==> config.mk <==
export PLATFORM = sky130hd
export DESIGN_NAME = pmcs_cell
export DESIGN_NICKNAME = d
export VERILOG_FILES = /design/src/sv/pmcs_pkg.sv /design/src/sv/pmcs_cell.sv
export SDC_FILE = /design/constraint.sdc
export NUM_CORES = 1
export LEC_CHECK = 0
export BUFFER_PORTS_ARGS = -buffer_cell sky130_fd_sc_hd__buf_2
export CAP_MARGIN = 40
export CORE_MARGIN = 3
export CORE_UTILIZATION = 45
export CTS_CLUSTER_SIZE = 20
export DETAILED_ROUTE_END_ITERATION = 12
export HOLD_SLACK_MARGIN = 0.08
export SYNTH_ARGS = -nofsm -noshare
export SYNTH_HDL_FRONTEND = slang
export SYNTH_SLANG_ARGS = --single-unit
==> constraint.sdc <==
create_clock -name clk -period 27.3 [get_ports clk]
set_input_delay 1.365 -clock clk [delete_from_list [all_inputs] [get_ports clk]]
set_output_delay 1.365 -clock clk [all_outputs]
set_load 0.01 [all_outputs]
==> src/sv/pmcs_pkg.sv <==
// Shared types, constants and the edge crossing test for the polygon mask
// color subtract block. No dependencies.
`default_nettype none

package pmcs_pkg;

  localparam int MAX_VERTICES = 32;
  localparam int COORD_BITS   = 12;

  localparam int VIDX_W   = $clog2(MAX_VERTICES);
  localparam int VINDEX_W = 5;
  localparam int PCNT_W   = 6;
  localparam int POWER_W  = 7;
  localparam int CHAN_W   = 8;
  localparam int SPAN_W   = 13;
  localparam int PROD_W   = CHAN_W + POWER_W;
  localparam int AMT_W    = 9;

  localparam int PCT_RECIP   = 5243;
  localparam int PCT_SHIFT   = 19;
  localparam int RECIP_W     = 13;
  localparam int SCALED_W    = PROD_W + RECIP_W;

  localparam int BORDER = 5;

  localparam int CNT_CMP_W = (VIDX_W > PCNT_W) ? VIDX_W : PCNT_W;
  localparam int IDX_CMP_W = (VIDX_W > VINDEX_W) ? VIDX_W : VINDEX_W;
  localparam int WIN_W     = (COORD_BITS + 1 > SPAN_W) ? COORD_BITS + 1 : SPAN_W;

  localparam int REG_IDX_W = 3;
  localparam int ADDR_W    = REG_IDX_W + 2;
  localparam int DATA_W    = 32;

  typedef enum logic {
    CMD_VERTEX = 1'b0,
    CMD_PIXEL  = 1'b1
  } cmd_t;

  typedef enum logic [REG_IDX_W-1:0] {
    REG_POINT_COUNT = 3'd0,
    REG_POWER       = 3'd1,
    REG_SUB_RED     = 3'd2,
    REG_SUB_GREEN   = 3'd3,
    REG_SUB_BLUE    = 3'd4,
    REG_IMAGE_WIDTH = 3'd5,
    REG_ROW_FIRST   = 3'd6,
    REG_ROW_LAST    = 3'd7
  } reg_idx_t;

  typedef struct packed {
    logic [PCNT_W-1:0] point_count;
    logic [AMT_W-1:0]  amt_red;
    logic [AMT_W-1:0]  amt_green;
    logic [AMT_W-1:0]  amt_blue;
    logic [SPAN_W-1:0] image_width;
    logic [SPAN_W-1:0] row_first;
    logic [SPAN_W-1:0] row_last;
  } cfg_t;

  typedef struct packed {
    cmd_t                  cmd;
    logic [VINDEX_W-1:0]   vidx;
    logic [COORD_BITS-1:0] px;
    logic [COORD_BITS-1:0] py;
    logic [CHAN_W-1:0]     r;
    logic [CHAN_W-1:0]     g;
    logic [CHAN_W-1:0]     b;
    logic                  has_prev;
    logic [COORD_BITS-1:0] prev_x;
    logic [COORD_BITS-1:0] prev_y;
    logic [COORD_BITS-1:0] first_x;
    logic [COORD_BITS-1:0] first_y;
    logic                  parity;
  } item_t;

  // Ray crossing of the edge from (xj,yj) to (xi,yi) right of point (px,py).
  function automatic logic crosses(
    input logic [COORD_BITS-1:0] px,
    input logic [COORD_BITS-1:0] py,
    input logic [COORD_BITS-1:0] xi,
    input logic [COORD_BITS-1:0] yi,
    input logic [COORD_BITS-1:0] xj,
    input logic [COORD_BITS-1:0] yj
  );
    logic signed [COORD_BITS:0]     d;
    logic signed [COORD_BITS:0]     dx;
    logic signed [COORD_BITS:0]     ex;
    logic signed [COORD_BITS:0]     ey;
    logic signed [2*COORD_BITS+1:0] lhs;
    logic signed [2*COORD_BITS+1:0] rhs;
    logic                           straddle;
    logic                           hit;
    d        = signed'({1'b0, yj}) - signed'({1'b0, yi});
    dx       = signed'({1'b0, px}) - signed'({1'b0, xi});
    ex       = signed'({1'b0, xj}) - signed'({1'b0, xi});
    ey       = signed'({1'b0, py}) - signed'({1'b0, yi});
    lhs      = dx * d;
    rhs      = ex * ey;
    straddle = (yi > py) != (yj > py);
    hit      = (d > 0) ? (lhs < rhs) : (lhs > rhs);
    return straddle && hit;
  endfunction

endpackage

`default_nettype wire

==> src/sv/pmcs_cell.sv <==
// One vertex cell of the polygon chain: holds one vertex, tests the edge to
// the vertex before it and hands the item on. Depends on pmcs_pkg.
`default_nettype none

module pmcs_cell (
  input  wire logic                        clk,
  input  wire logic                        rst,
  input  wire logic                        advance,
  input  wire logic [pmcs_pkg::VIDX_W-1:0] cell_index,
  input  wire logic [pmcs_pkg::PCNT_W-1:0] point_count,
  input  wire logic                        in_valid,
  input  wire pmcs_pkg::item_t             in_item,
  output logic                             out_valid,
  output pmcs_pkg::item_t                  out_item
);

  logic [pmcs_pkg::COORD_BITS-1:0] own_x;
  logic [pmcs_pkg::COORD_BITS-1:0] own_y;
  logic                            active;
  logic                            hit_write;
  logic                            edge_hit;
  pmcs_pkg::item_t                 item_next;

  assign active = pmcs_pkg::CNT_CMP_W'(cell_index) < pmcs_pkg::CNT_CMP_W'(point_count);
  assign hit_write = in_valid && (in_item.cmd == pmcs_pkg::CMD_VERTEX) &&
                     (pmcs_pkg::IDX_CMP_W'(in_item.vidx) ==
                      pmcs_pkg::IDX_CMP_W'(cell_index));
  assign edge_hit = pmcs_pkg::crosses(in_item.px, in_item.py, own_x, own_y,
                                      in_item.prev_x, in_item.prev_y);

  always_comb begin
    item_next = in_item;
    if (in_item.cmd == pmcs_pkg::CMD_PIXEL && active) begin
      if (in_item.has_prev) begin
        item_next.parity = in_item.parity ^ edge_hit;
      end else begin
        item_next.first_x = own_x;
        item_next.first_y = own_y;
      end
      item_next.prev_x   = own_x;
      item_next.prev_y   = own_y;
      item_next.has_prev = 1'b1;
    end
  end

  always_ff @(posedge clk) begin
    if (rst) begin
      out_valid <= 1'b0;
    end else if (advance) begin
      out_valid <= in_valid;
    end
  end

  always_ff @(posedge clk) begin
    if (advance) begin
      out_item <= item_next;
    end
    if (advance && hit_write) begin
      own_x <= in_item.px;
      own_y <= in_item.py;
    end
  end

`ifndef SYNTHESIS
  a_active_marks_prev: assert property (@(posedge clk) disable iff (rst)
    advance && in_valid && in_item.cmd == pmcs_pkg::CMD_PIXEL && active |=>
      out_item.has_prev && out_item.prev_x == $past(own_x) &&
      out_item.prev_y == $past(own_y))
    else $error("active cell did not hand on its vertex");
`endif

endmodule

`default_nettype wire

# [Yosys cells after proc, flatten, opt, wreduce, memory -nomap -nowiden]
# Index checks and enable logic that the tools add are counted.
[word_totals] regBits=129 input_bits=119 out_inout_bits=105 wordCells=41
[op_classes] n_addsub=4 multipliers=2 magnitude_cmp=6 eq_ne=2 muxes=4 n_bitwise=2 n_reduce_logical=5
[op_table] cell="$mul 13x13->26" count=2
[op_table] cell="$sub 12x12->13" count=4
[op_table] cell="$mux 49" count=1
[op_table] cell="$gt 26x26->1" count=1
[op_table] cell="$lt 26x26->1" count=1
[op_table] cell="$gt 12x12->1" count=2
[op_table] cell="$mux 24" count=1
[op_table] cell="$gt 13x1->1 const B" count=1
[op_table] cell="$lt 5x6->1" count=1
[op_table] cell="$eq 5x5->1" count=1
[op_table] cell="$logic_and 1x1->1" count=5
[op_table] cell="$mux 1" count=2
[op_table] cell="$ne 1x1->1" count=1
[op_table] cell="$not 1->1" count=1
[op_table] cell="$xor 1x1->1" count=1

# [Longest topological paths before layout]
# Gate-level depths: netlist of the first run.
[logic_depth] ltp_word=8 depth_mapped=43 mapped_depth_nobuf=43

# [Worst setup path after synthesis of the first run]
# No wires, ideal clock.
[synth_timing] path_kind="input port to flip-flop" from="input in_item[37] (netlist name)" to="register out_item[0] (netlist name), data pin" t_arrival_ns=9.747 required_ns=27.042 slack_ns=17.295 stages=42 path_cell_list="inv_1 ha_1 fa_1 nor2b_1 o21ai_1 a21boi_1 o21ai_1 a21boi_1 o21ai_1 nor4b_1 nor3_1 nor2_1 fa_1 inv_1 fa_1 inv_1 fa_1 fa_1 [6 not listed] nor2_1 o21a_1 o31a_1 o41ai_2 a21oi_1 a211o_1 a21oi_1 xor2_1 ha_1 nand2_1 nor3_1 and3_1 o31a_1 o32a_1 nand2_1 mux2i_1 nand4_1 xnor2_1"
[synth_lines] item="start, declared" line="pmcs_cell.sv:12" rtl="input wire pmcs_pkg::item_t in_item,"
[synth_lines] item="end signal, assigned" line="pmcs_cell.sv:56" rtl="out_item <= item_next;"
[synth_lines] item="end, declared" line="pmcs_cell.sv:14" rtl="output pmcs_pkg::item_t out_item"

==> results of run 1 <==
==> area by class of cell <==
type	instances	area share, %
Antenna cell	3	0.0328
Clock buffer	17	1.86
Clock inverter	15	0.600
Inverter	409	6.70
Multi-Input combinational cell	1525	64.6
Sequential cell	129	16.9
Tap cell	592	3.23
Timing Repair Buffer	260	6.11
==> worst max-delay path by stage <==
stage / slack [ps] / start / cells after the start / endpoint
6_report: 16350 / in_item[37] / 43 / out_item[0]$_DFFE_PP_
4_1_cts: 16380 / in_item[37] / 43 / out_item[0]$_DFFE_PP_
3_5_place_dp: 15950 / in_item[37] / 43 / out_item[0]$_DFFE_PP_
5_1_grt: 15650 / in_item[37] / 43 / out_item[0]$_DFFE_PP_
3_3_place_gp: 16220 / in_item[37] / 43 / out_item[0]$_DFFE_PP_
2_1_floorplan: 17300 / in_item[37] / 42 / out_item[0]$_DFFE_PP_
==> critical path, delay by kind of cell <==
family / cells / cell delay [ps]
adders and majority gates: 10 / 4310
AOI/OAI and AO/OA: 14 / 2650
and+or+nand+nor: 9 / 1840
buffers and inverters: 7 / 420
xor gates and xnor gates: 2 / 270
muxes: 1 / 270
==> metal layers <==
layer  vias up  track usage, %  routed length [µm]
li1       7161               -                   -
met1      7552            30.2               22500
met2       467            37.7               24800
met3        93            2.74                2850
met4         0            11.0                2700
met5         -               0                   0
==> cell families after synthesis <==
family,Yosys count,synth area share [%]
AOI/OAI and AO/OA,250,7.77
xor gates and xnor gates,104,4.51
adders and majority gates,552,46.1
buffers and inverters,459,8.47
DFF,129,19.0
muxes,7,0.368
and+or+nand+nor,612,13.9
==> flip-flops by register name, indices dropped and copies added (netlist names) <==
| signal | count |
|---|---|
| out_item | 104 |
| out_valid | 1 |
| own_x | 12 |
| own_y | 12 |
==> cell usage in the layout (no fill, tap or decap), drive strengths merged, types with 4 or more instances in the layout <==
cell type | synthesis | layout
o21a | 7 | 7
nor3 | 17 | 17
o41ai | 6 | 6
o211ai | 6 | 6
edfxtp | 128 | 128
nor2 | 167 | 167
a211oi | 6 | 6
a21boi | 8 | 8
o31a | 5 | 5
nand4 | 9 | 9
inv | 409 | 420
nand2 | 224 | 224
nor4 | 4 | 4
nor2b | 49 | 49
o21bai | 5 | 5
ha | 222 | 222
o21ai | 89 | 89
clkbuf | 46 | 17
and3 | 9 | 9
mux2 | 4 | 4
nand2b | 69 | 69
xnor2 | 71 | 71
buf | 4 | 260
nand3 | 17 | 17
o2111ai | 4 | 4
fa | 330 | 330
or2 | 14 | 14
a21o | 21 | 21
and2 | 19 | 19
or3 | 7 | 7
a21oi | 68 | 68
xor2 | 33 | 33
==> per-stage QoR <==
stage	setup slack [ps]	hold slack (ps)	cells	util (%)
finish	16350	500	2950	51.5
global route	15650	512	2950	51.5
CTS	16380	501	2947	51.5
detailed placement	15950	464	2915	50.2
global placement	16220	454	2907	50.1
floorplan	17300	487	2113	-
==> impl_metrics.toml, run 1 <==
[finish]
final.fill_count = 4148
drive_above_1_share_pct = 13.3
regArea_mm2 = 0.00386
layout.nets = 3013
multi_input_area_mm2 = 0.0148
final_cell_area_mm2 = 0.0229
area_growth_pct = 12.5

[critical_path]
cpPeakStageDelay_ps = 570
cp_slowest_cell = "nor3_1"
path_max_fanout = 6
crit_type = "input pin to flip-flop"
critPathLaunchType = "input pin"
worst_path_most_repeated_cell = "fa_1"
cp-end-kind = "flip-flop"
rr_startpoint = "own_x[1]$_DFFE_PP_"
crit-reg2reg-capture = "out_item[0]$_DFFE_PP_"
r2r_slack_ps = 16740
critical_path_arrival_ps = 11130
r2r_cells = 41
critPathRequiredTime_ps = 27480

[timing]
tns_ps = 0
max_freq_mhz = 91.3
rsz0062_at_grt = "no"
period_minus_slack_ps = 10950
finalHoldViolCount = 0
tightest_slew_ps = 967
slew_violations = 0
setup_violations = 0
skew_ps = 14.7
relSlewSlack_pct = 35.3
finalCritPeriodShare_pct = 40.1

[floorplan]
die_height_um = 219
row_count = 77
dieWidth_um = 219
core-area_mm2 = 0.0445
initial_utilization_pct = 45.8
pin_count = 224
dieArea_mm2 = 0.0479

[min_path]
min_to = "out_valid$_SDFFE_PP0P_"
min-delay-start = "out_valid$_SDFFE_PP0P_"
min_path_cells = 2
hold_path.class = "flip-flop to flip-flop"

[global_routing]
grt_pass1_vias = 15900
grt_overflow = 0
grt_pass1_wl_mm = 85.2
antenna_found_initial = 2
grtUsageTotal_pct = 22.9
grt_max_degree = 50

[route]
dr_total_vias = 15300
drtPass1Iterations = 5
wl_per_cell_um = 17.9
drt-total-wl_mm = 52.8
vias_per_cell = 5.18
antenna_left = 0
dr.first_iter.drc_count = 915
drc = 0

[synth]
syn-num-nets = 2784
synthTopCellsByArea = "fa_1 32%, edfxtp_1 19%, ha_1 14%"
yosys.area.top_type = "fa_1"
syn_area_mm2 = 0.0204
ys_ff_latch = 129
ys_seq_area_share_pct = 19.0
synth_flop_cell = "edfxtp_1"
yosysMostFrequentCell = "inv_1"
synth_commonest_cells = "409 x inv_1, 330 x fa_1, 224 x nand2_1"
postSynthAreaPerCell_um2 = 9.64
synthArstFlopShare_pct = 0
yosys_warnings = 0
yosysUniqueCellTypes = 61
synth_top_area_share_pct = 32.4
synthCells = 2113
synth_edf_count = 128

[cts]
cts_buffers = 17
cts_max_level = 4
insertion_delay_ps = 440
root_buffer = "clkbuf_16"
clock-sinks = 129
tritoncts = "yes"
cts_resized = 0
post_cts_buffers = 0
clock_path_buffers = 2
hold_buffers = 0
cts.reportedPaths.clkPinSlew_ps = 60

[outcome]
status = "complete, no violations"

[placement]
port_buffers = 223
gp_congestion = 0.893
place_area_mm2 = 0.0224
dpl.hpwl_mm = 45.0

[run]
max_cap_viol_count = 0
Power of run 1 is not shown: default switching activity piles up to over one toggle a cycle in this logic, so the estimate is an artifact.
==> inputs of run 2 (changes only) <==
--- a/config.mk
+++ b/config.mk
@@ -5,6 +5,7 @@
 export SDC_FILE = /design/constraint.sdc
 export NUM_CORES = 1
 export LEC_CHECK = 0
+export ABC_AREA = 1
 export BUFFER_PORTS_ARGS = -buffer_cell sky130_fd_sc_hd__buf_2
 export CAP_MARGIN = 40
 export CORE_MARGIN = 3
@@ -12,6 +13,7 @@
 export CTS_CLUSTER_SIZE = 20
 export DETAILED_ROUTE_END_ITERATION = 12
 export HOLD_SLACK_MARGIN = 0.08
+export PLACE_DENSITY = 0.66
 export SYNTH_ARGS = -nofsm -noshare
 export SYNTH_HDL_FRONTEND = slang
 export SYNTH_SLANG_ARGS = --single-unit
==> constraint.sdc (replaced) <==
create_clock -name clk -period 10 [get_ports clk]
set_input_delay 0.5 -clock clk [delete_from_list [all_inputs] [get_ports clk]]
set_output_delay 0.5 -clock clk [all_outputs]
set_load 0.01 [all_outputs]
==> run 2 against run 1 <==
  * Worst hold slack lost 270 ps
  * Die area grew 1.2%
  * Setup slack lost 15000 ps
  * Critical path depth grew 1
  * Global-route usage grew 1.2 points
  * First-iteration DRC count grew 31%
  * Highest routed layer unchanged
==> impl_metrics.toml, run 2 <==
[finish]
drive_above_1_share_pct = 11.4
area_growth_pct = 12.1
regMostFlops = "out_item"
most-common-layout-cells = "554 x inv_1, 445 x nand2_1, 330 x fa_1"
final_common_cell = "inv_1"
reg_top3 = "out_item (104), own_x (12), own_y (12)"
final.fill_count = 4214
layout.nets = 3262
utilization_pct = 51.6
largest_reg_flops = 104

[placement]
dpl.hpwl_mm = 49.9
port_buffers = 223
gp_congestion = 0.964
pre_cts_slack_ps = 958

[global_routing]
antenna_found_initial = 3
grt_max_degree = 70
grt_pass1_wl_mm = 90.7
grtUsageTotal_pct = 24.1
grt_pass1_vias = 17100
grt_overflow = 0

[cts]
post_cts_buffers = 0
insertion_delay_ps = 440
cts.reportedPaths.clkPinSlew_ps = 70
clock-sinks = 129
root_buffer = "clkbuf_16"
hold_buffers = 0
clock_path_buffers = 2
cts_buffers = 17
cts_max_level = 4
tritoncts = "yes"
cts_resized = 0

[route]
wl_per_cell_um = 17.9
drc = 0
antenna_left = 0
dr.first_iter.drc_count = 1201
vias_per_cell = 5.21
drtPass1Iterations = 5
drt-total-wl_mm = 57.1
dr_total_vias = 16700

[synth]
synthCells = 2366
ys_seq_area_share_pct = 18.7
synth_flop_cell = "edfxtp_1"
syn-num-nets = 3037
postSynthAreaPerCell_um2 = 8.72
synth_edf_count = 128
synth_commonest_cells = "554 x inv_1, 445 x nand2_1, 330 x fa_1"
synthTopCellsByArea = "fa_1 32%, edfxtp_1 19%, ha_1 13%"
yosys.area.top_type = "fa_1"
synthArstFlopShare_pct = 0
yosys_warnings = 0
syn_area_mm2 = 0.0206
ys_ff_latch = 129
synth_top_area_share_pct = 32.0
yosysUniqueCellTypes = 44
yosysMostFrequentCell = "inv_1"

[critical_path]
crit_type = "flip-flop to flip-flop"
cp-end-kind = "flip-flop"
cp_num_cells = 44
path_max_fanout = 13
cpPeakStageDelay_ps = 520
cpLargestDelayFamily = "adder cells"
critPathLaunchType = "flip-flop"
critPathRequiredTime_ps = 10200
worst_path_most_repeated_cell = "nand2_1"
cp_slowest_cell = "fa_1"
r2r_cells = 44
critical_path_arrival_ps = 9080
path_buf_inv = 5

[timing]
max_freq_mhz = 113
rsz0062_at_grt = "no"
fin_ws_ps = 1120
setup_violations = 0
relSlewSlack_pct = 54.5
hold_ws_ps = 226
tightest_slew_ps = 682
tns_ps = 0
slew_violations = 0
finalHoldViolCount = 0
period_minus_slack_ps = 8880
skew_ps = 15.3
finalCritPeriodShare_pct = 88.8

[floorplan]
dieArea_mm2 = 0.0485
die_height_um = 220
core-area_mm2 = 0.0448
dieWidth_um = 220
pin_count = 224
initial_utilization_pct = 46.1
row_count = 77

[min_path]
min_path_cells = 2
hold_path.class = "input pin to flip-flop"

[run]
max_cap_viol_count = 0

[outcome]
status = "complete, no violations"
==> run 2: cell count changes in the layout (fill, tap and decap cells not counted), moves of 9 or more <==
| cell | change |
|---|---|
| nand2b_1 | -69 |
| buf_4 | -23 |
| and3_1 | -9 |
| nand2_1 | +221 |
| nor2b_1 | -49 |
| o21ai_1 | -31 |
| inv_1 | +145 |
| xnor2_1 | -39 |
| a21oi_1 | +61 |
| a21o_1 | -16 |
| and2_1 | -19 |
| nor2_1 | +56 |
| nand3_1 | +41 |
==> run 2: final timing paths <==
path / endpoint / startpoint / slack [ps]
worst max register to register: out_item[0]$_DFFE_PP_ / own_y[0]$_DFFE_PP_ / 1120
worst min register to register: out_valid$_SDFFE_PP0P_ / out_valid$_SDFFE_PP0P_ / 470
worst max-delay path: out_item[0]$_DFFE_PP_ / own_y[0]$_DFFE_PP_ / 1120
worst min-delay path: out_valid$_SDFFE_PP0P_ / rst / 230
==> run 2: metal layers <==
layer	wire length, µm	part of all wire, %	vias to the layer above	track usage [%]
met5	0	0	-	0
met4	2300	4.0	0	9.66
met1	23400	41	8161	30.9
li1	-	-	7727	-
met2	27300	48	659	41.7
met3	4110	7.2	106	3.05
==> run 2: final cells by class <==
type,instances,area (µm²),share of cell area (%)
diodes,2,5.00,0.0216
repair buffers,238,1260,5.47
inverters,559,2100,9.08
multi-input cells,1646,14500,62.9
flip-flops and latches,129,3860,16.7
clock buffers,18,429,1.86
well taps,592,741,3.20
clock inverters,13,185,0.801
==> run 2: kinds of logic after synthesis <==
family,share of synthesized area (%)
AND/OR/NAND/NOR,15.4
buffers and inverters,10.9
flip-flops,18.7
AO/OA/AOI/OAI,6.33
adder cells (fa/ha/maj),45.5
XOR/XNOR,3.18
==> run 2: per-stage QoR <==
stage / std cells / area [µm²]
floorplan: 2366 / 20600
global placement: 3162 / 22500
detailed placement: 3164 / 22500
CTS: 3195 / 23100
global route: 3197 / 23100
finish: 3197 / 23100
Power of run 2 is left out for the same reason.
