File: src/sv/pmcs_pkg.sv
// Shared types, constants and the edge crossing test for the polygon mask
// color subtract block. No dependencies.
`default_nettype none

package pmcs_pkg;

  localparam int MAX_VERTICES = 32;
  localparam int COORD_BITS   = 12;

  localparam int VIDX_W   = $clog2(MAX_VERTICES);
  localparam int VINDEX_W = 5;
  localparam int PCNT_W   = 6;
  localparam int POWER_W  = 7;
  localparam int CHAN_W   = 8;
  localparam int SPAN_W   = 13;
  localparam int PROD_W   = CHAN_W + POWER_W;
  localparam int AMT_W    = 9;

  localparam int PCT_RECIP   = 5243;
  localparam int PCT_SHIFT   = 19;
  localparam int RECIP_W     = 13;
  localparam int SCALED_W    = PROD_W + RECIP_W;

  localparam int BORDER = 5;

  localparam int CNT_CMP_W = (VIDX_W > PCNT_W) ? VIDX_W : PCNT_W;
  localparam int IDX_CMP_W = (VIDX_W > VINDEX_W) ? VIDX_W : VINDEX_W;
  localparam int WIN_W     = (COORD_BITS + 1 > SPAN_W) ? COORD_BITS + 1 : SPAN_W;

  localparam int REG_IDX_W = 3;
  localparam int ADDR_W    = REG_IDX_W + 2;
  localparam int DATA_W    = 32;

  typedef enum logic {
    CMD_VERTEX = 1'b0,
    CMD_PIXEL  = 1'b1
  } cmd_t;

  typedef enum logic [REG_IDX_W-1:0] {
    REG_POINT_COUNT = 3'd0,
    REG_POWER       = 3'd1,
    REG_SUB_RED     = 3'd2,
    REG_SUB_GREEN   = 3'd3,
    REG_SUB_BLUE    = 3'd4,
    REG_IMAGE_WIDTH = 3'd5,
    REG_ROW_FIRST   = 3'd6,
    REG_ROW_LAST    = 3'd7
  } reg_idx_t;

  typedef struct packed {
    logic [PCNT_W-1:0] point_count;
    logic [AMT_W-1:0]  amt_red;
    logic [AMT_W-1:0]  amt_green;
    logic [AMT_W-1:0]  amt_blue;
    logic [SPAN_W-1:0] image_width;
    logic [SPAN_W-1:0] row_first;
    logic [SPAN_W-1:0] row_last;
  } cfg_t;

  typedef struct packed {
    cmd_t                  cmd;
    logic [VINDEX_W-1:0]   vidx;
    logic [COORD_BITS-1:0] px;
    logic [COORD_BITS-1:0] py;
    logic [CHAN_W-1:0]     r;
    logic [CHAN_W-1:0]     g;
    logic [CHAN_W-1:0]     b;
    logic                  has_prev;
    logic [COORD_BITS-1:0] prev_x;
    logic [COORD_BITS-1:0] prev_y;
    logic [COORD_BITS-1:0] first_x;
    logic [COORD_BITS-1:0] first_y;
    logic                  parity;
  } item_t;

  // Ray crossing of the edge from (xj,yj) to (xi,yi) right of point (px,py).
  function automatic logic crosses(
    input logic [COORD_BITS-1:0] px,
    input logic [COORD_BITS-1:0] py,
    input logic [COORD_BITS-1:0] xi,
    input logic [COORD_BITS-1:0] yi,
    input logic [COORD_BITS-1:0] xj,
    input logic [COORD_BITS-1:0] yj
  );
    logic signed [COORD_BITS:0]     d;
    logic signed [COORD_BITS:0]     dx;
    logic signed [COORD_BITS:0]     ex;
    logic signed [COORD_BITS:0]     ey;
    logic signed [2*COORD_BITS+1:0] lhs;
    logic signed [2*COORD_BITS+1:0] rhs;
    logic                           straddle;
    logic                           hit;
    d        = signed'({1'b0, yj}) - signed'({1'b0, yi});
    dx       = signed'({1'b0, px}) - signed'({1'b0, xi});
    ex       = signed'({1'b0, xj}) - signed'({1'b0, xi});
    ey       = signed'({1'b0, py}) - signed'({1'b0, yi});
    lhs      = dx * d;
    rhs      = ex * ey;
    straddle = (yi > py) != (yj > py);
    hit      = (d > 0) ? (lhs < rhs) : (lhs > rhs);
    return straddle && hit;
  endfunction

endpackage

`default_nettype wire

File: src/sv/pmcs_cfg.sv
// APB register file for the polygon mask block, with the scaled subtract
// amounts derived from the power setting. Depends on pmcs_pkg.
`default_nettype none

module pmcs_cfg (
  input  wire logic                         clk,
  input  wire logic                         rst,
  input  wire logic                         psel,
  input  wire logic                         penable,
  input  wire logic                         pwrite,
  input  wire logic [pmcs_pkg::ADDR_W-1:0]  paddr,
  input  wire logic [pmcs_pkg::DATA_W-1:0]  pwdata,
  output logic      [pmcs_pkg::DATA_W-1:0]  prdata,
  output logic                              pready,
  output pmcs_pkg::cfg_t                    cfg
);

  logic [pmcs_pkg::PCNT_W-1:0]   point_count;
  logic [pmcs_pkg::POWER_W-1:0]  power_percent;
  logic [pmcs_pkg::CHAN_W-1:0]   sub_red;
  logic [pmcs_pkg::CHAN_W-1:0]   sub_green;
  logic [pmcs_pkg::CHAN_W-1:0]   sub_blue;
  logic [pmcs_pkg::SPAN_W-1:0]   image_width;
  logic [pmcs_pkg::SPAN_W-1:0]   row_first;
  logic [pmcs_pkg::SPAN_W-1:0]   row_last;

  logic [pmcs_pkg::PROD_W-1:0]   prod_red;
  logic [pmcs_pkg::PROD_W-1:0]   prod_green;
  logic [pmcs_pkg::PROD_W-1:0]   prod_blue;
  logic [pmcs_pkg::SCALED_W-1:0] scaled_red;
  logic [pmcs_pkg::SCALED_W-1:0] scaled_green;
  logic [pmcs_pkg::SCALED_W-1:0] scaled_blue;
  logic [pmcs_pkg::AMT_W-1:0]    amt_red;
  logic [pmcs_pkg::AMT_W-1:0]    amt_green;
  logic [pmcs_pkg::AMT_W-1:0]    amt_blue;

  logic                          wr_en;
  pmcs_pkg::reg_idx_t            reg_idx;

  assign pready  = 1'b1;
  assign wr_en   = psel && penable && pwrite && pready;
  assign reg_idx = pmcs_pkg::reg_idx_t'(paddr[pmcs_pkg::ADDR_W-1:2]);

  always_ff @(posedge clk) begin
    if (rst) begin
      point_count   <= '0;
      power_percent <= '0;
      sub_red       <= '0;
      sub_green     <= '0;
      sub_blue      <= '0;
      image_width   <= '0;
      row_first     <= '0;
      row_last      <= '0;
    end else if (wr_en) begin
      unique case (reg_idx)
        pmcs_pkg::REG_POINT_COUNT: point_count   <= pwdata[pmcs_pkg::PCNT_W-1:0];
        pmcs_pkg::REG_POWER:       power_percent <= pwdata[pmcs_pkg::POWER_W-1:0];
        pmcs_pkg::REG_SUB_RED:     sub_red       <= pwdata[pmcs_pkg::CHAN_W-1:0];
        pmcs_pkg::REG_SUB_GREEN:   sub_green     <= pwdata[pmcs_pkg::CHAN_W-1:0];
        pmcs_pkg::REG_SUB_BLUE:    sub_blue      <= pwdata[pmcs_pkg::CHAN_W-1:0];
        pmcs_pkg::REG_IMAGE_WIDTH: image_width   <= pwdata[pmcs_pkg::SPAN_W-1:0];
        pmcs_pkg::REG_ROW_FIRST:   row_first     <= pwdata[pmcs_pkg::SPAN_W-1:0];
        pmcs_pkg::REG_ROW_LAST:    row_last      <= pwdata[pmcs_pkg::SPAN_W-1:0];
        default: ;
      endcase
    end
  end

  always_comb begin
    unique case (reg_idx)
      pmcs_pkg::REG_POINT_COUNT: prdata = pmcs_pkg::DATA_W'(point_count);
      pmcs_pkg::REG_POWER:       prdata = pmcs_pkg::DATA_W'(power_percent);
      pmcs_pkg::REG_SUB_RED:     prdata = pmcs_pkg::DATA_W'(sub_red);
      pmcs_pkg::REG_SUB_GREEN:   prdata = pmcs_pkg::DATA_W'(sub_green);
      pmcs_pkg::REG_SUB_BLUE:    prdata = pmcs_pkg::DATA_W'(sub_blue);
      pmcs_pkg::REG_IMAGE_WIDTH: prdata = pmcs_pkg::DATA_W'(image_width);
      pmcs_pkg::REG_ROW_FIRST:   prdata = pmcs_pkg::DATA_W'(row_first);
      pmcs_pkg::REG_ROW_LAST:    prdata = pmcs_pkg::DATA_W'(row_last);
      default:                   prdata = '0;
    endcase
  end

  // amount * power, then divide by 100 through the reciprocal
  always_ff @(posedge clk) begin
    if (rst) begin
      prod_red     <= '0;
      prod_green   <= '0;
      prod_blue    <= '0;
      scaled_red   <= '0;
      scaled_green <= '0;
      scaled_blue  <= '0;
    end else begin
      prod_red     <= pmcs_pkg::PROD_W'(sub_red) * pmcs_pkg::PROD_W'(power_percent);
      prod_green   <= pmcs_pkg::PROD_W'(sub_green) * pmcs_pkg::PROD_W'(power_percent);
      prod_blue    <= pmcs_pkg::PROD_W'(sub_blue) * pmcs_pkg::PROD_W'(power_percent);
      scaled_red   <= pmcs_pkg::SCALED_W'(prod_red) *
                      pmcs_pkg::SCALED_W'(pmcs_pkg::PCT_RECIP);
      scaled_green <= pmcs_pkg::SCALED_W'(prod_green) *
                      pmcs_pkg::SCALED_W'(pmcs_pkg::PCT_RECIP);
      scaled_blue  <= pmcs_pkg::SCALED_W'(prod_blue) *
                      pmcs_pkg::SCALED_W'(pmcs_pkg::PCT_RECIP);
    end
  end

  assign amt_red   = scaled_red[pmcs_pkg::PCT_SHIFT +: pmcs_pkg::AMT_W];
  assign amt_green = scaled_green[pmcs_pkg::PCT_SHIFT +: pmcs_pkg::AMT_W];
  assign amt_blue  = scaled_blue[pmcs_pkg::PCT_SHIFT +: pmcs_pkg::AMT_W];

  always_comb begin
    cfg.point_count = point_count;
    cfg.amt_red     = amt_red;
    cfg.amt_green   = amt_green;
    cfg.amt_blue    = amt_blue;
    cfg.image_width = image_width;
    cfg.row_first   = row_first;
    cfg.row_last    = row_last;
  end

endmodule

`default_nettype wire

File: config.mk
export PLATFORM = sky130hd
export DESIGN_NAME = pmcs_cfg
export DESIGN_NICKNAME = d
export VERILOG_FILES = /design/src/sv/pmcs_pkg.sv /design/src/sv/pmcs_cfg.sv
export SDC_FILE = /design/constraint.sdc
export NUM_CORES = 1
export LEC_CHECK = 0
export ABC_AREA = 1
export BUFFER_PORTS_ARGS = -buffer_cell sky130_fd_sc_hd__buf_4
export CORE_MARGIN = 3
export CORE_UTILIZATION = 45
export CTS_BUF_LIST = sky130_fd_sc_hd__clkbuf_4
export DETAILED_ROUTE_END_ITERATION = 10
export GPL_ROUTABILITY_DRIVEN = 0
export SYNTH_ARGS = -nofsm -noshare
export SYNTH_HDL_FRONTEND = slang
export SYNTH_SLANG_ARGS = --single-unit
File: constraint.sdc
create_clock -name clk -period 4.57 [get_ports clk]
set_input_delay 0.6855 -clock clk [delete_from_list [all_inputs] [get_ports clk]]
set_output_delay 0.6855 -clock clk [all_outputs]
set_load 0.01 [all_outputs]
## After elaboration in Yosys (flattened, before gate mapping)

Cells that the tools add are included.

| cells by class | value |
|---|---|
| mux-type cells | 1 |
| equality and inequality tests | 7 |
| reduce and logical (&&, ||, !) cells | 11 |
| $mul | 6 |

Operators by type and width:

| kind | number |
|---|---|
| $pmux 32 s8 | 1 |
| $mul 15x13->28 const B | 3 |
| $mul 8x7->15 | 3 |
| $reduce_and 2->1 | 8 |
| $eq 3x3->1 const B | 4 |
| $eq 3x2->1 const B | 2 |
| $eq 3x1->1 const B | 1 |
| $logic_not 3->1 | 1 |
| $logic_and 1x1->1 | 2 |

| word-level totals | value |
|---|---|
| bits in registers | 205 |
| bits of input ports | 42 |
| output and inout bits | 105 |

## Logic depth before layout (Yosys ltp)

Gate-level depths: netlist of run 1.

| logic depth | value |
|---|---|
| depth in word-level cells | 3 |
| depth in mapped cells | 21 |
| mapped depth without buffers | 21 |

## Worst setup path after synthesis of run 1

No wires, ideal clock.

| timing path | value |
|---|---|
| path type | register -> register |
| start point | register power_percent[1] (netlist name) |
| end point | register prod_red[11] (netlist name) |
| data arrival time | 4.016 ns |
| clock period less this slack | 4.129 ns |
| setup slack | 0.441 ns |
| cell stages (with the launch flop) | 19 |
| buffers on the path | 2 |
| cell sequence | dfxtp_1 clkbuf_1 clkbuf_1 nand2_1 fa_1 fa_1 inv_1 fa_1 inv_1 fa_1 inv_1 ha_1 nand2_1 o21ai_0 a21oi_1 o21ai_0 nand2_1 nand2_1 nor2_1 |

| between the ends | value |
|---|---|
| word-level cells in the longest chain between the ends | 1 |

RTL lines:

| element | RTL line | RTL |
|---|---|---|
| start: declaration | pmcs_cfg.sv:19 | `logic [pmcs_pkg::POWER_W-1:0] power_percent;` |
| start signal: assignment | pmcs_cfg.sv:57 | `pmcs_pkg::REG_POWER: power_percent <= pwdata[pmcs_pkg::POWER_W-1:0];` |
| $mul 8x7->15 | pmcs_cfg.sv:93 | `prod_red <= pmcs_pkg::PROD_W'(sub_red) * pmcs_pkg::PROD_W'(power_percent);` |
| end signal: assignment | pmcs_cfg.sv:93 |  |
| end: declaration | pmcs_cfg.sv:27 | `logic [pmcs_pkg::PROD_W-1:0] prod_red;` |

No other way between the ends.
A chain may end at the register's enable or synchronous reset.

## Final worst setup path of run 1

| timing path | value |
|---|---|
| start point | register prod_red[12] (netlist name) |
| end point | register scaled_red[26] (netlist name) |

| between the ends | value |
|---|---|
| word-level cells in the longest chain between the ends | 1 |

RTL lines:

| element | RTL line | RTL |
|---|---|---|
| $mul 15x13->28 | pmcs_cfg.sv:96 | `scaled_red <= pmcs_pkg::SCALED_W'(prod_red) *` |
| end signal: assignment | pmcs_cfg.sv:96 |  |
| end: declaration | pmcs_cfg.sv:30 | `logic [pmcs_pkg::SCALED_W-1:0] scaled_red;` |

No other way between the ends.

==> results of run 1 <==
==> flip-flops by register name, indices dropped and copies added, names as in the netlist <==
| signal | flops |
|---|---|
| image_width | 13 |
| point_count | 6 |
| power_percent | 7 |
| prod_blue | 15 |
| prod_green | 15 |
| prod_red | 15 |
| row_first | 13 |
| row_last | 13 |
| scaled_blue | 9 |
| scaled_green | 9 |
| scaled_red | 9 |
| sub_blue | 8 |
| sub_green | 8 |
| sub_red | 8 |
==> logic make-up (layout without fill, tap and decap cells) <==
| family | count (synthesis) | count (layout) | share of synthesized area (%) |
|---|---|---|---|
| other | 2 | 21 | 0.0331 |
| adders and majority gates | 693 | 693 | 48.0 |
| buffers and inverters | 795 | 882 | 13.7 |
| and+or+nand+nor | 926 | 926 | 16.6 |
| DFF | 148 | 148 | 13.1 |
| xor gates and xnor gates | 7 | 7 | 0.270 |
| AOI/OAI and AO/OA | 351 | 351 | 8.33 |
==> critical path: cells and delay by family, from the launching register on <==
kind	cells	cell delay, ps
compound gates	2	380
flops	1	500
buf+inv	3	150
simple gates	5	570
fa+ha+maj	6	2660
==> layout make-up <==
class                           count  area, um2  share of cell area [%]
Multi-Input combinational cell   1997      16700                    67.8
Sequential cell                   148       3000                    12.2
Clock inverter                     15        206                   0.840
Clock buffer                       17        128                   0.520
Antenna cell                        1       2.50                  0.0102
Timing Repair Buffer              138       1060                    4.32
Tap cell                          664        831                    3.38
Inverter                          712       2680                    10.9
==> worst max-delay path by stage <==
stage,from,end,slack [ps],cells past startpoint
after floorplan,power_percent[1],prod_red[11],440,18
after detailed placement,prod_red[12],scaled_red[26],120,16
after CTS,prod_red[12],scaled_red[26],60,16
final,prod_red[12],scaled_red[26],250,16
after global placement,prod_blue[12],scaled_blue[22],180,21
after global routing,prod_blue[10],scaled_blue[24],3,17
==> power breakdown <==
part | switching, mW | internal (mW)
clock network | 0.693 | 0.274
registers | 0.0139 | 1.30
logic | 0.102 | 0.0478
total | 0.810 | 1.62
==> repair_timing <==
action,in CTS,in global routing
hold endpoints to repair,0,0
buffers inserted,0,0
endpoints found under the setup margin,0,30
hold buffers,0,0
gates resized for setup,0,27
==> layer usage <==
metal  GRT usage [%]  share of wire (%)  up-vias
li1                -                  -     9132
met1            27.1                 45     8695
met2            35.8                 48      420
met3            3.02                4.9       68
met4            5.75                1.8        0
met5               0                  0        -
==> placed cells by master, fill, tap and decap left out, drive strengths merged, types with 2 or more instances in the layout <==
master / Yosys / routed
fa: 294 / 294
and2: 8 / 8
o22ai: 6 / 6
clkinv: 0 / 9
o21bai: 12 / 12
a31oi: 7 / 7
nand2: 508 / 508
inv: 712 / 718
xnor2: 3 / 3
a22oi: 4 / 4
xor2: 4 / 4
a221oi: 10 / 10
clkbuf: 56 / 17
a21oi: 154 / 154
nor2: 290 / 290
nor3: 18 / 18
nand4: 20 / 20
o2111ai: 3 / 3
a21boi: 4 / 4
buf: 27 / 138
nor2b: 3 / 3
conb: 2 / 20
ha: 399 / 399
dfxtp: 148 / 148
nand3: 75 / 75
o21ai: 148 / 148
nor4: 2 / 2
==> flow_summary.yaml, run 1 <==
global_routing:
  grt_pass1_vias: 18738
  grt_usage_pct: 20.7
  grt_pass1_wl_mm: 90.5
  grt_max_degree: 89
  grt-ovfl-total: 0
  antenna_found_initial: 1
layout:
  layout-drive-gt1-share_pct: 7.27
  area_growth_pct: 8.37
  fillers: 4876
  finalNetCount: 3749
  fin_area_mm2: 0.0246
  fin_util_pct: 49.8
  fin_cells: 3692
yosys:
  synth.most_common_cell: "inv_1"
  netlist_area_mm2: 0.0227
  yosysSeqAreaShare_pct: 13.1
  synthArstFlopShare_pct: 0
  synth_top_area_share_pct: 26.0
  yosys.area.top_type: "fa_1"
  synth_common_cells: "702 x inv_1, 507 x nand2_1, 399 x ha_1"
  yosys_most_used_dff: "dfxtp_1"
  ys_warn_count: 0
  synthTopCellsByArea: "fa_1 26%, ha_1 22%, dfxtp_1 13%, inv_1 12%, nand2_1 8.4%"
  avgSynthCellArea_um2: 7.76
  synth_edf_count: 0
  syn-instance-count: 2922
  synth-seq-cells: 148
  ys_types: 46
sta:
  finClkSkew_ps: 34.6
  rsz0062_at_grt: "false"
  relSlewSlack_pct: 32.1
  hold_ws_ps: 177
  setup_slack_ps: 255
  finalCritPeriodShare_pct: 94.4
  finalCriticalPeriod_ps: 4320
  drv_slew: 0
  setup_tns_ps: 0
  hold_viol: 0
  clock.fmax_ghz: 0.232
  setup_viol: 0
  max_slew.worst_pin.slew_ps: 1020
critical_path:
  r2r_end: "scaled_red[26]"
  rr_startpoint: "prod_red[12]"
  r2r_slack_ps: 250
  endpoint_kind: "flop"
  cp_cell_sequence: "ha_1 > fa_1 > fa_1 > fa_1 > inv_1 > fa_1 > inv_1 > ha_1 > nand2_1 > inv_1 > a21oi_1 > nor2_1 > o21bai_1 > nand3_1 > and2_1 > nor2_1"
  critPathMaxFanout: 7
  start_kind: "flop"
  critPathKind: "flop to flop"
  critical-path-max-stage-delay_ps: 560
  cp_common_cell: "fa_1"
  cp.arrival_ps: 4980
  cp.required_ps: 5240
  cp_slowest_cell: "fa_1"
  reg2reg_depth: 16
power_and_ir_drop:
  total_power_mw: 2.43
  power_leakage_nw: 14.8
  p_per_area_mw_per_mm2: 99.0
  peakVddDrop_uv: 176
drt:
  route.detailed.drc: 0
  vias_per_cell: 4.96
  drtPass1Iterations: 5
  routed_wl_mm: 52.7
  num_vias: 18315
  ant_nets: 0
  wl_per_cell_um: 14.3
  drt-initial-drc-count: 993
floorplanning:
  pin_count: 147
  start_util_pct: 45.9
  die_y_um: 230
  die_area_mm2: 0.0531
  rows: 81
  fp.coreArea_mm2: 0.0494
  fp.dieW_um: 230
place:
  portBuffers: 105
  dp.cells: 3659
  post-place-ws_ps: 121
  dp_hpwl_mm: 44.3
  placed_cell_area_mm2: 0.0242
clock_network:
  cts_root_buf: "clkbuf_4"
  numCtsBuffers: 17
  cts_sinks: 148
  clk_pin_slew_ps: 190
  clock_path_buffers: 2
  htreeDepth: 4
  tritoncts: "built"
  worst_skew_pair.late_latency_ps: 730
outcome:
  run_status: "completed"
worst_hold_path:
  holdPathStages: 3
  min_to: "row_first[9]"
  min-delay-start: "pwdata[9]"
  hold_path_class: "input port to flop"
job:
  drv_cap: 0
Power figures use the tool's default switching activity.
==> inputs of run 2 (changes only) <==
Settings changed: CORE_MARGIN 3 to unset.
Clock period 4.57 ns to 5.04 ns, I/O delays scaled along.
==> flow_summary.yaml, run 2 (synthesis results as in run 1) <==
layout:
  fin_cells: 3673
  fin_util_pct: 49.4
  layout_common_cells: "701 x inv_1, 507 x nand2_1, 399 x ha_1"
  area_growth_pct: 7.57
  seqCellArea_mm2: 0.00296
  top_regs: "prod_blue x15, prod_green x15, prod_red x15"
  multi_input_area_mm2: 0.0167
  fillers: 4879
  layout-drive-gt1-share_pct: 5.82
  finalNetCount: 3729
  final_common_cell: "inv_1"
sta:
  rsz0062_at_grt: "false"
  max_slew.worst_pin.slew_ps: 1070
  hold_viol: 0
  clock.fmax_ghz: 0.218
  setup_slack_ps: 444
  setup_tns_ps: 0
  finalCriticalPeriod_ps: 4600
  drv_slew: 0
  finalCritPeriodShare_pct: 91.2
  relSlewSlack_pct: 28.9
  finClkSkew_ps: 41.9
  setup_viol: 0
clock_network:
  clk_pin_slew_ps: 180
  tritoncts: "built"
  cts_root_buf: "clkbuf_4"
  worst_skew_pair.late_latency_ps: 720
  cts_sinks: 148
  numCtsBuffers: 17
  clock_path_buffers: 2
  htreeDepth: 4
  cts_setup_buffers: 0
floorplanning:
  rows: 81
  fp.coreArea_mm2: 0.0494
  fp.dieW_um: 226
  start_util_pct: 45.9
  pin_count: 147
  die_area_mm2: 0.0513
  die_y_um: 226
drt:
  ant_nets: 0
  wl_per_cell_um: 14.1
  vias_per_cell: 4.94
  num_vias: 18132
  drt-initial-drc-count: 898
  route.detailed.drc: 0
  drtPass1Iterations: 6
  routed_wl_mm: 51.9
power_and_ir_drop:
  p_int_mw: 1.59
  power_frac_clock_pct: 41.8
  power_leakage_nw: 14.6
  total_power_mw: 2.28
  p_seq_share_pct: 52.5
  p_per_area_mw_per_mm2: 93.3
  switching_share_pct: 30.0
  peakVddDrop_uv: 143
  power_switching_mw: 0.682
  p_comb_share_pct: 5.7
critical_path:
  cp_top_family: "adder cells"
  cp_cell_sequence: "nand2_1 > fa_1 > fa_1 > inv_1 > fa_1 > inv_1 > fa_1 > inv_1 > ha_1 > a21oi_1 > o21ai_0 > a21oi_1 > o21ai_0 > nand2_1 > nand2_1 > nor2_1"
  cp.arrival_ps: 5190
  critPathMaxFanout: 20
  critPathKind: "flop to flop"
  cp_common_cell: "fa_1"
  cp_slowest_cell: "dfxtp_1"
  critical_path_buf_inv_count: 3
  endpoint_kind: "flop"
  cp.required_ps: 5640
  critical-path-max-stage-delay_ps: 940
  start_kind: "flop"
job:
  drv_cap: 0
place:
  dp.cells: 3639
  dp_hpwl_mm: 43.6
  portBuffers: 105
  post-place-ws_ps: 456
global_routing:
  grt_usage_pct: 22.1
  grt_pass1_vias: 19163
  grt_max_degree: 73
  antenna_found_initial: 2
  grt-ovfl-total: 0
  grt_pass1_wl_mm: 90.9
worst_hold_path:
  hold_path_class: "input port to flop"
outcome:
  run_status: "completed"
==> run 2: cell types whose count changed in the layout (fill, tap and decap cells not counted), moves of 2 or more <==
| cell | previous run | this run |
|---|---|---|
| dfxtp_1 | 122 | 147 |
| dfxtp_2 | 26 | 1 |
| buf_4 | 136 | 118 |
| bufinv_16 | 0 | 3 |
| clkinv_8 | 7 | 4 |
| inv_6 | 2 | 5 |
| buf_12 | 2 | 0 |
| inv_12 | 2 | 0 |
==> run 2: path summary, 6_finish.rpt <==
check	slack, ps	depth (start not counted)	startpoint	endpoint
setup reg to reg	440	16	power_percent[3]	prod_red[12]
hold reg to reg	490	2	row_last[3]	row_last[3]
hold / removal	260	3	pwdata[12]	image_width[12]
setup / recovery	440	16	power_percent[3]	prod_red[12]
==> run 2: metrics by stage <==
| step | cell area, um2 | hold WS (ps) |
|---|---|---|
| after CTS | 24400 | 174 |
| after global routing | 24400 | 225 |
| after floorplan | 22700 | 488 |
| after global placement | 24000 | 467 |
| final | 24400 | 263 |
| after detailed placement | 24000 | 474 |
==> run 2: power groups by stage <==
| stage | combinational [mW] | sequential, mW | clock, mW |
|---|---|---|---|
| after floorplan | 0.0885 | 1.21 | 0 |
| after global placement | 0.128 | 1.22 | 0 |
| after detailed placement | 0.131 | 1.22 | 0 |
| after CTS | 0.131 | 1.19 | 0.995 |
| after global routing | 0.146 | 1.20 | 1.03 |
| final | 0.130 | 1.19 | 0.951 |
==> run 2: area by class of cell <==
class	instances	share of cell area, %
inverter	712	11.0
sequential	148	12.2
tap	664	3.41
timing repair buffer	118	3.63
clock inverter	15	0.939
clock buffer	17	0.523
multi-input combinational	1997	68.3
antenna	2	0.0205
==> run 2: worst reg2reg max path, cell delays in order (launching register included) <==
cell	delay, ps
dfxtp_1	940
nand2_1	180
fa_1	500
fa_1	550
inv_1	50
fa_1	480
inv_1	50
fa_1	480
inv_1	40
ha_1	340
a21oi_1	100
o21ai_0	270
a21oi_1	110
o21ai_0	220
nand2_1	70
nand2_1	60
nor2_1	50
==> run 2: timing repair <==
action | CTS | global route
endpoints found under the setup margin | 0 | 1
hold buffers | 0 | 0
resized for setup | 0 | 1
==> run 2: metal layers <==
metal,up-vias,GRT usage [%],wire (um)
li1,9091,-,-
met1,8671,28.4,24100
met2,320,38.8,25000
met3,50,3.20,2000
met4,0,5.45,841
met5,-,0,0
